===== config.mk =====
export PLATFORM = sky130hd
export DESIGN_NAME = tracker_cell_effect_translator_top_flat
export DESIGN_NICKNAME = d
export VERILOG_FILES = /design/src/tcet_pkg.sv /design/src/tcet_if.sv /design/src/tracker_cell_effect_translator_top.sv /design/src/tcet_note_xlate.sv /design/src/tcet_effect_xlate.sv /design/src/flat_wrapper.sv
export SDC_FILE = /design/constraint.sdc
export NUM_CORES = 1
export LEC_CHECK = 0
export ABC_AREA = 1
export BUFFER_PORTS_ARGS = -buffer_cell sky130_fd_sc_hd__buf_2
export CORE_MARGIN = 3
export CORE_UTILIZATION = 54
export CTS_BUF_LIST = sky130_fd_sc_hd__clkbuf_16
export DETAILED_ROUTE_END_ITERATION = 6
export PLACE_DENSITY = 0.8
export SLEW_MARGIN = 20
export SYNTH_ARGS = -nofsm -noshare
export SYNTH_HDL_FRONTEND = slang
export SYNTH_HIERARCHICAL = 1
export SYNTH_SLANG_ARGS = --single-unit

===== constraint.sdc =====
create_clock -name clock -period 2.9 [get_ports clock]
set_input_delay 0.145 -clock clock [delete_from_list [all_inputs] [get_ports clock]]
set_output_delay 0.145 -clock clock [all_outputs]
set_load 0.05 [all_outputs]

===== src/tcet_pkg.sv =====
`timescale 1ns / 1ps
// Shared types and constants for the pattern cell translator.
// No dependencies.
package tcet_pkg;

   // Playable note range and the offset applied to it
   localparam logic [7:0] NOTE_LAST  = 8'd36;
   localparam logic [7:0] NOTE_SHIFT = 8'd48;

   // Raw effect codes
   localparam logic [7:0] FX_PORTA_DOWN     = 8'd1;
   localparam logic [7:0] FX_PORTA_UP       = 8'd2;
   localparam logic [7:0] FX_ARPEGGIO       = 8'd12;
   localparam logic [7:0] FX_SLIDE_DOWN     = 8'd13;
   localparam logic [7:0] FX_FILTER         = 8'd15;
   localparam logic [7:0] FX_SLIDE_UP_ONCE  = 8'd17;
   localparam logic [7:0] FX_SLIDE_DN_ONCE  = 8'd21;
   localparam logic [7:0] FX_JUMP           = 8'd25;
   localparam logic [7:0] FX_RELEASE        = 8'd27;
   localparam logic [7:0] FX_SPEED          = 8'd28;
   localparam logic [7:0] FX_SLIDE_UP       = 8'd30;
   localparam logic [7:0] FX_VOLUME         = 8'd31;

   // Normalized command codes
   localparam logic [3:0] CMD_NOP        = 4'd0;
   localparam logic [3:0] CMD_PORTA_DOWN = 4'd1;
   localparam logic [3:0] CMD_PORTA_UP   = 4'd2;
   localparam logic [3:0] CMD_ARP        = 4'd3;
   localparam logic [3:0] CMD_SLIDE_DOWN = 4'd4;
   localparam logic [3:0] CMD_SLIDE_UP   = 4'd5;
   localparam logic [3:0] CMD_EXTENDED   = 4'd6;
   localparam logic [3:0] CMD_JUMP       = 4'd7;
   localparam logic [3:0] CMD_TEMPO      = 4'd8;
   localparam logic [3:0] CMD_VOL_SLIDE  = 4'd9;
   localparam logic [3:0] CMD_LAST       = CMD_VOL_SLIDE;

   // Parameter rewrite constants
   localparam logic [3:0] SLIDE_TAG      = 4'h1;
   localparam logic [3:0] SLIDE_ONCE_TAG = 4'h5;
   localparam logic [7:0] VOLUME_MAX     = 8'h40;
   localparam logic [3:0] NIBBLE_MAX_F   = 4'hF;
   localparam logic [3:0] NIBBLE_MAX_E   = 4'hE;

   typedef struct packed {
      logic [7:0] note_byte;
      logic [7:0] instrument_byte;
      logic [7:0] effect_byte;
      logic [7:0] param_byte;
   } req_word_type;

   typedef struct packed {
      logic [7:0] note_out;
      logic       key_off;
      logic [7:0] instrument_out;
      logic [3:0] command_out;
      logic [7:0] param_out;
      logic       vol_set;
      logic [6:0] volume_out;
   } rsp_word_type;

   // Effect decode result passed from the effect translator to the top level
   typedef struct packed {
      logic       key_off;
      logic [3:0] command;
      logic [7:0] param;
      logic       vol_set;
      logic [6:0] volume;
   } fx_result_type;

endpackage


===== src/tcet_if.sv =====
`timescale 1ns / 1ps
// Valid/ready channel interfaces for request and response words.
// Depends on tcet_pkg.
interface tcet_req_if import tcet_pkg::*; ();
   logic         valid;
   logic         ready;
   req_word_type data;

   modport source (output valid, output data, input ready);
   modport sink   (input valid, input data, output ready);
endinterface

interface tcet_rsp_if import tcet_pkg::*; ();
   logic         valid;
   logic         ready;
   rsp_word_type data;

   modport source (output valid, output data, input ready);
   modport sink   (input valid, input data, output ready);
endinterface


===== src/tracker_cell_effect_translator_top.sv =====
`timescale 1ns / 1ps
// Pattern cell translator: input word register, translation logic, result register.
// An accepted word is held in the input word register, then loaded into the result register.
// Throughput: one word per cycle while rsp is not held; the result register stalls only while rsp is held.
// Reset (synchronous, active high) clears both stage valid flags; data is not reset.
// Depends on tcet_pkg, tcet_if, tcet_note_xlate, tcet_effect_xlate.
module tracker_cell_effect_translator_top import tcet_pkg::*; (
   input  logic              clock,
   input  logic              reset,
   tcet_req_if.sink          req_chan,
   tcet_rsp_if.source        rsp_chan
);

   logic          in_valid_ff;
   logic          in_valid_in;
   req_word_type  in_word_ff;
   logic          out_valid_ff;
   logic          out_valid_in;
   rsp_word_type  out_word_ff;
   rsp_word_type  out_word_in;
   logic          out_ready;
   logic          in_ready;
   logic [7:0]    note;
   logic [7:0]    instrument;
   fx_result_type fx;

   assign out_ready      = !out_valid_ff || rsp_chan.ready;
   assign in_ready       = !in_valid_ff || out_ready;
   assign req_chan.ready = in_ready;

   assign in_valid_in  = req_chan.valid || (in_valid_ff && !out_ready);
   assign out_valid_in = in_valid_ff || (out_valid_ff && !rsp_chan.ready);

   tcet_note_xlate u_note (
      .note_byte       (in_word_ff.note_byte),
      .instrument_byte (in_word_ff.instrument_byte),
      .note            (note),
      .instrument      (instrument)
   );

   tcet_effect_xlate u_effect (
      .effect_byte (in_word_ff.effect_byte),
      .param_byte  (in_word_ff.param_byte),
      .fx          (fx)
   );

   always_comb begin
      out_word_in.note_out       = fx.key_off ? 8'd0 : note;
      out_word_in.key_off        = fx.key_off;
      out_word_in.instrument_out = fx.key_off ? 8'd0 : instrument;
      out_word_in.command_out    = fx.command;
      out_word_in.param_out      = fx.param;
      out_word_in.vol_set        = fx.vol_set;
      out_word_in.volume_out     = fx.volume;
   end

   always_ff @(posedge clock) begin
      if (reset) begin
         in_valid_ff  <= 1'b0;
         out_valid_ff <= 1'b0;
      end else begin
         if (in_ready) begin
            in_valid_ff <= in_valid_in;
         end
         out_valid_ff <= out_valid_in;
      end
      if (in_ready && req_chan.valid) begin
         in_word_ff <= req_chan.data;
      end
      if (out_ready && in_valid_ff) begin
         out_word_ff <= out_word_in;
      end
   end

   assign rsp_chan.valid = out_valid_ff;
   assign rsp_chan.data  = out_word_ff;

endmodule


===== src/tcet_note_xlate.sv =====
`timescale 1ns / 1ps
// Note and instrument translation, combinational.
// Depends on tcet_pkg.
module tcet_note_xlate import tcet_pkg::*; (
   input  logic [7:0] note_byte,
   input  logic [7:0] instrument_byte,
   output logic [7:0] note,
   output logic [7:0] instrument
);

   logic playable;

   assign playable = (note_byte != 8'd0) && (note_byte <= NOTE_LAST);

   always_comb begin
      if (playable) begin
         note       = note_byte + NOTE_SHIFT;
         instrument = instrument_byte + 8'd1;   // wraps mod 256
      end else begin
         note       = note_byte;
         instrument = 8'd0;
      end
   end

endmodule


===== src/tcet_effect_xlate.sv =====
`timescale 1ns / 1ps
// Effect code and parameter translation, combinational.
// Depends on tcet_pkg.
module tcet_effect_xlate import tcet_pkg::*; (
   input  logic [7:0]    effect_byte,
   input  logic [7:0]    param_byte,
   output fx_result_type fx
);

   logic       param_nz;
   logic [3:0] lo;
   logic [3:0] hi;
   logic [3:0] lo_clamp_f;
   logic [3:0] lo_clamp_e;
   logic [3:0] p_clamp_f;

   assign param_nz   = (param_byte != 8'd0);
   assign lo         = param_byte[3:0];
   assign hi         = param_byte[7:4];
   assign lo_clamp_f = lo;
   assign lo_clamp_e = (lo == NIBBLE_MAX_F) ? NIBBLE_MAX_E : lo;
   // min(param, 0xF) over the whole byte
   assign p_clamp_f  = (hi != 4'd0) ? NIBBLE_MAX_F : lo_clamp_f;

   always_comb begin
      fx.key_off = 1'b0;
      fx.command = CMD_NOP;
      fx.param   = 8'd0;
      fx.vol_set = 1'b0;
      fx.volume  = 7'd0;
      case (effect_byte)
         FX_PORTA_DOWN: begin
            fx.command = CMD_PORTA_DOWN;
            fx.param   = {4'd0, lo};
         end
         FX_PORTA_UP: begin
            fx.command = CMD_PORTA_UP;
            fx.param   = {4'd0, lo};
         end
         FX_ARPEGGIO: begin
            if (param_nz) begin
               fx.command = CMD_ARP;
               fx.param   = param_byte;
            end
         end
         FX_SLIDE_DOWN: begin
            if (param_nz) begin
               fx.command = CMD_SLIDE_DOWN;
               fx.param   = {SLIDE_TAG, p_clamp_f};
            end
         end
         FX_SLIDE_UP: begin
            if (param_nz) begin
               fx.command = CMD_SLIDE_UP;
               fx.param   = {SLIDE_TAG, p_clamp_f};
            end
         end
         FX_SLIDE_DN_ONCE: begin
            if (param_nz) begin
               fx.command = CMD_SLIDE_DOWN;
               fx.param   = {SLIDE_ONCE_TAG, p_clamp_f};
            end
         end
         FX_SLIDE_UP_ONCE: begin
            if (param_nz) begin
               fx.command = CMD_SLIDE_UP;
               fx.param   = {SLIDE_ONCE_TAG, p_clamp_f};
            end
         end
         FX_FILTER: begin
            fx.command = CMD_EXTENDED;
            fx.param   = {7'd0, param_nz};
         end
         FX_JUMP: begin
            fx.command = CMD_JUMP;
            fx.param   = param_byte;
         end
         FX_SPEED: begin
            fx.command = CMD_TEMPO;
            fx.param   = param_byte;
         end
         FX_RELEASE: begin
            fx.key_off = 1'b1;
         end
         FX_VOLUME: begin
            // 0x00..0x3F and exactly 0x40 set volume; 0x41..0x7F are slides
            if ((param_byte[7:6] == 2'd0) || (param_byte == VOLUME_MAX)) begin
               fx.vol_set = 1'b1;
               fx.volume  = param_byte[6:0];
            end else begin
               case (hi)
                  4'd4: begin
                     fx.command = CMD_VOL_SLIDE;
                     fx.param   = {4'd0, lo};
                  end
                  4'd5: begin
                     fx.command = CMD_VOL_SLIDE;
                     fx.param   = {lo, 4'd0};
                  end
                  4'd6: begin
                     fx.command = CMD_VOL_SLIDE;
                     fx.param   = {NIBBLE_MAX_F, lo_clamp_e};
                  end
                  4'd7: begin
                     fx.command = CMD_VOL_SLIDE;
                     fx.param   = {lo_clamp_e, NIBBLE_MAX_F};
                  end
                  default: begin
                     fx.command = CMD_NOP;
                     fx.param   = 8'd0;
                  end
               endcase
            end
         end
         default: begin
            fx.command = CMD_NOP;
            fx.param   = 8'd0;
         end
      endcase
   end

endmodule


===== src/flat_wrapper.sv =====
// flat-port wrapper written by rule: the top's interface ports become plain ports
module tracker_cell_effect_translator_top_flat import tcet_pkg::*;
  (clock, reset, req_chan_valid, req_chan_data, req_chan_ready, rsp_chan_valid, rsp_chan_data, rsp_chan_ready);
  tcet_req_if req_chan_i ();
  tcet_rsp_if rsp_chan_i ();
  input  logic clock;
  input  logic reset;
  input wire logic [$bits(req_chan_i.valid)-1:0] req_chan_valid;
  input wire logic [$bits(req_chan_i.data)-1:0] req_chan_data;
  output wire logic [$bits(req_chan_i.ready)-1:0] req_chan_ready;
  output wire logic [$bits(rsp_chan_i.valid)-1:0] rsp_chan_valid;
  output wire logic [$bits(rsp_chan_i.data)-1:0] rsp_chan_data;
  input wire logic [$bits(rsp_chan_i.ready)-1:0] rsp_chan_ready;
  assign req_chan_i.valid = req_chan_valid;
  assign req_chan_i.data = req_chan_data;
  assign req_chan_ready = req_chan_i.ready;
  assign rsp_chan_valid = rsp_chan_i.valid;
  assign rsp_chan_data = rsp_chan_i.data;
  assign rsp_chan_i.ready = rsp_chan_ready;
  tracker_cell_effect_translator_top u_core (.clock(clock), .reset(reset), .req_chan(req_chan_i), .rsp_chan(rsp_chan_i));
endmodule

# Word-level counts from Yosys, hierarchy flattened

Index checks and enable logic that the tools add are counted.
W data, S select, Z words.

Equal/unequal tests: 18
Bitwise gates (word level): 1
Multiplexer cells: 13
Add/subtract/negate cells: 2
$lt $le $gt $ge: 1
Reductions and logical operators: 20

Operators by type and width:

| cell                  | count |
|---|---|
| $pmux W12 S11         | 1 |
| $eq A8 B5 Y1 const B  | 7 |
| $pmux W12 S4          | 1 |
| $mux W11              | 4 |
| $eq A8 B4 Y1 const B  | 3 |
| $eq A4 B3 Y1 const B  | 4 |
| $mux W8               | 2 |
| $reduce_bool A8 Y1    | 2 |
| $mux W12              | 1 |
| $mux W10              | 1 |
| $add A8 B1 Y8 const B | 1 |
| $add A8 B6 Y8 const B | 1 |
| $eq A8 B1 Y1 const B  | 1 |
| $eq A8 B2 Y1 const B  | 1 |
| $eq A8 B7 Y1 const B  | 1 |
| $le A8 B6 Y1 const B  | 1 |
| $mux W4               | 2 |
| $logic_and A1 B1 Y1   | 5 |
| $logic_or A1 B1 Y1    | 5 |
| $eq A4 B4 Y1 const B  | 1 |
| $logic_not A1 Y1      | 4 |
| $reduce_bool A4 Y1    | 1 |
| $logic_not A2 Y1      | 1 |
| $reduce_and A2 Y1     | 1 |
| other kinds (3)       | 3 |

Bits in registers: 71
Logic and storage cells: 68
Bits of input ports: 36

# Longest topological paths before layout

Depth after elaboration: 5
Gate-level depth with buffers: 10
Mapped depth without buffers: 10

# Modules after synthesis

The synthesis kept the hierarchy.

Modules (own cells, without submodules):

| module                             | instances | cells an instance | area an instance (sq um) |
|---|---|---|---|
| tracker_cell_effect_translator_top | 1         | 115               | 2308.5 |
| tcet_effect_xlate                  | 1         | 139               | 631.9 |
| tcet_note_xlate                    | 1         | 72                | 401.6 |

# Least setup slack after synthesis

OpenSTA, ideal clock, no wires.

Kind: register to register
Start: reg u_core.out_valid_ff (netlist: u_core/rsp_chan.valid)
End: reg u_core.out_word_ff, in the netlist u_core/rsp_chan.data[0] (enable)
Period minus slack after synthesis: 2854 ps
Library setup time: 443 ps
Slack: 46 ps
Stages on the path, launching flop included: 2
Arrival: 2411 ps
Cell sequence: dfxtp_1 a21oi_1

Cells in the longest elaborated chain, start to end: 3

Ends and longest elaborated chain:

| item                   | RTL line                                 | text |
|---|---|---|
| start, declared        | tracker_cell_effect_translator_top.sv:17 | `logic out_valid_ff;` |
| start signal, assigned | tracker_cell_effect_translator_top.sv:65 | `out_valid_ff <= out_valid_in;` |
| $logic_not A1 Y1       | tracker_cell_effect_translator_top.sv:27 | `assign out_ready = !out_valid_ff \|\| rsp_chan.ready;` |
| $logic_or A1 B1 Y1     | tracker_cell_effect_translator_top.sv:27 |  |
| $logic_and A1 B1 Y1    | tracker_cell_effect_translator_top.sv:70 | `if (out_ready && in_valid_ff) begin` |
| end signal, assigned   | tracker_cell_effect_translator_top.sv:71 | `out_word_ff <= out_word_in;` |
| end, declared          | tracker_cell_effect_translator_top.sv:19 | `rsp_word_type out_word_ff;` |

Every way passes these cells.
A chain may end at the register's enable or synchronous reset.

==> run summary <==
Status -> finished, final reports clean
P_leak -> 1.968 nW
Setup violations, final -> 0
H-tree depth -> 3
PD cells -> 612.7 nW/um^2
Worst setup margin -> 1.210 ns
Max incr delay on CP -> 0.53 ns
Post-synth cell types -> 30
Clock Root Buffer -> clkbuf_16
CP delay by family, top -> simple AND/OR/NAND/NOR gates
Area leader, netlist -> edfxtp_1
Fin. max-slew vios -> 0
Cell total after placement -> 470
Fmax achieved -> 591.9 MHz
Total Power -> 2.702 mW
PostCTS Resize Cnt -> 0
RD Place Congestion -> 0.9306
Seq/Total Area, Yosys -> 0.6320
Synth top area cells -> edfxtp_1 62%, nand2_1 6.1%, nor2_1 5.5%, inv_1 5.3%, nand3_1 3.9%
Hold Path Class -> primary input to flip-flop
Hold WS -> 0.008049 ns
Starting Density -> 0.5611
Reg2reg start -> u_core/in_word_ff[4]$_DFFE_PP_
Core Region -> 5956 um^2
# rows -> 28
Buf/Inv on CP -> 1
Num CTS Buffers -> 9
Post-synth top area share -> 0.6200
Layout Cells excl Fill -> 515
Pre-antenna DRT Iters -> 5
Cell area after layout -> 4409 um^2
Most common cell after layout, fill and taps aside -> buf_2
First-pass GRT wire length -> 11760 um
PortBufs -> 74
Avg WL per Cell -> 13.45 um
Final min period -> 1.690 ns
CTS tree -> done
Die width -> 84.67 um
Gr ovfl total -> 0
Die Height -> 84.67 um
Via-to-Cell Ratio -> 5.068
Ports -> 75
Peak VDD IR -> 0.4671 mV
Clk_lat worst skew -> 0.33 ns
Post-synthesis net count -> 366
Clk slew on worst S/H paths -> 0.05 ns
Synthesis-stage register bit count -> 71
Data arrival, critical path -> 1.76 ns
Cell Area, Synth -> 3342 um^2
Critical hold path startpoint -> req_chan_data[3]
DPL Wire Length -> 4667 um
Clock Skews -> 0.003265 ns
Layout area overhead -> 31.94%
Final core utilization -> 0.7403
CP required -> 2.97 ns
Final WL -> 6925 um
Critical Path Fanout Max -> 9
All-Layer GR Usage -> 0.2121
Fraction of layout cells with a size suffix above 1 -> 0.2818
CP cell instances -> nor2_2 > nand3_1 > nor2_1 > inv_1 > nand2_1 > nand3_1
Diodes inserted -> 0
RSZ-0062 raised after global routing -> false
Mapped Cells -> 326
Ys Warns -> 6
Final net count -> 475
Critical Path Source Type -> flip-flop
Die Area -> 7169 um^2
Worst path slowest cell -> edfxtp_1
Final Hold Fails -> 0
Drt initial violations -> 238
Crit. End Element -> flip-flop
Least-Margin Pin Slew -> 0.4560 ns
Final period utilization -> 0.5826
Clk sinks -> 71
Vias -> 2610
Slew margin rel. -> 0.6953
Max-cap viol count -> 0
Setup TNS -> 0 ns
Largest net degree at the start of global routing -> 33
Antenna violations before repair -> 0
Vias in the first global route -> 2607
Most frequent cells in the layout -> 74 x buf_2, 69 x edfxtp_1, 54 x nand2_1
Pre-CTS WS -> 1.265 ns
CP startpoint -> u_core/in_word_ff[4]$_DFFE_PP_
# Post-CTS Setup Buffers -> 0
Placed cell area -> 3781 um^2
CP Class -> flip-flop to flip-flop
Drc violations -> 0
Routed Antenna Nets -> 0
Avg Cell Area, Syn -> 10.25 um^2
Max Buffers Root-to-Sink -> 2
Top cell by count, worst path -> nand3_1
-- worst register-to-register path, cell delays in order, from the launching register on --
cell and delay, ns:
edfxtp_1 0.53, nor2_2 0.21, nand3_1 0.15, nor2_1 0.24
inv_1 0.12, nand2_1 0.11, nand3_1 0.08
-- path summary, 6_finish.rpt --
path	cells past startpoint	slack [ns]	to
worst max-delay path	6	1.21	u_core/rsp_chan.data[12]$_DFFE_PP_
worst min-delay path	1	0.008	u_core/in_word_ff[3]$_DFFE_PP_
worst max register to register	6	1.21	u_core/rsp_chan.data[12]$_DFFE_PP_
worst min register to register	2	0.52	u_core/rsp_chan.valid$_SDFF_PP0_
-- sequential cells by signal (all words and copies together), names as in the netlist --
signal                 cells
u_core/rsp_chan.data      37
u_core/in_word_ff         32
u_core/in_valid_ff         1
u_core/rsp_chan.valid      1
-- layer usage --
metal / track usage / wire length [um]
met1: 0.2548 / 2770
met2: 0.3616 / 3548
met3: 0.06281 / 493
met4: 0.07914 / 112
met5: 0 / 0
-- synth_stat cells --
| cell | count |
|---|---|
| ha_1 | 4 |
| nand3b_1 | 1 |
| nor2_1 | 49 |
| nor2_4 | 4 |
| nand2_1 | 54 |
| nand4_2 | 1 |
| nand4_1 | 4 |
| inv_1 | 47 |
| xnor2_1 | 2 |
| buf_6 | 1 |
| o21ai_1 | 4 |
| nor4_1 | 1 |
| nand3_1 | 26 |
| nand2_2 | 3 |
| o21ai_0 | 11 |
| inv_2 | 10 |
| nor2_2 | 10 |
| o21ai_2 | 1 |
| a21oi_1 | 7 |
| buf_8 | 1 |
| nand3_4 | 1 |
| nor3_1 | 2 |
| buf_2 | 1 |
| and2_1 | 1 |
| nand3_2 | 1 |
| xor2_1 | 3 |
| clkbuf_1 | 1 |
| edfxtp_1 | 69 |
| dfxtp_1 | 2 |
| buf_4 | 4 |
-- layout make-up --
class                           count  area (um^2)
Multi-Input combinational cell    190        968.4
Clock inverter                      7        112.6
Clock buffer                        9        225.2
Sequential cell                    71         2112
Timing Repair Buffer              106        683.2
Fill cell                         398         1546
Tap cell                           75        93.84
Inverter                           57        214.0
-- what timing repair did --
action	CTS	global route
hold buffers	27	2
endpoints found under the setup margin	0	0
hold endpoints to repair	28	2
-- where the power goes --
part | switching [mW] | internal [mW]
clock network | 0.403 | 0.833
logic | 0.165 | 0.0884
registers | 0.0327 | 1.18
-- kinds of logic after synthesis --
family	after synthesis	synth area share
AND/OR/NAND/NOR	158	0.2209
flip-flops	71	0.6320
buffers and inverters	65	0.08349
AO/OA/AOI/OAI	23	0.03557
XOR/XNOR	5	0.01311
adder cells (fa/ha/maj)	4	0.01498
(Power assumes the default switching activity.)
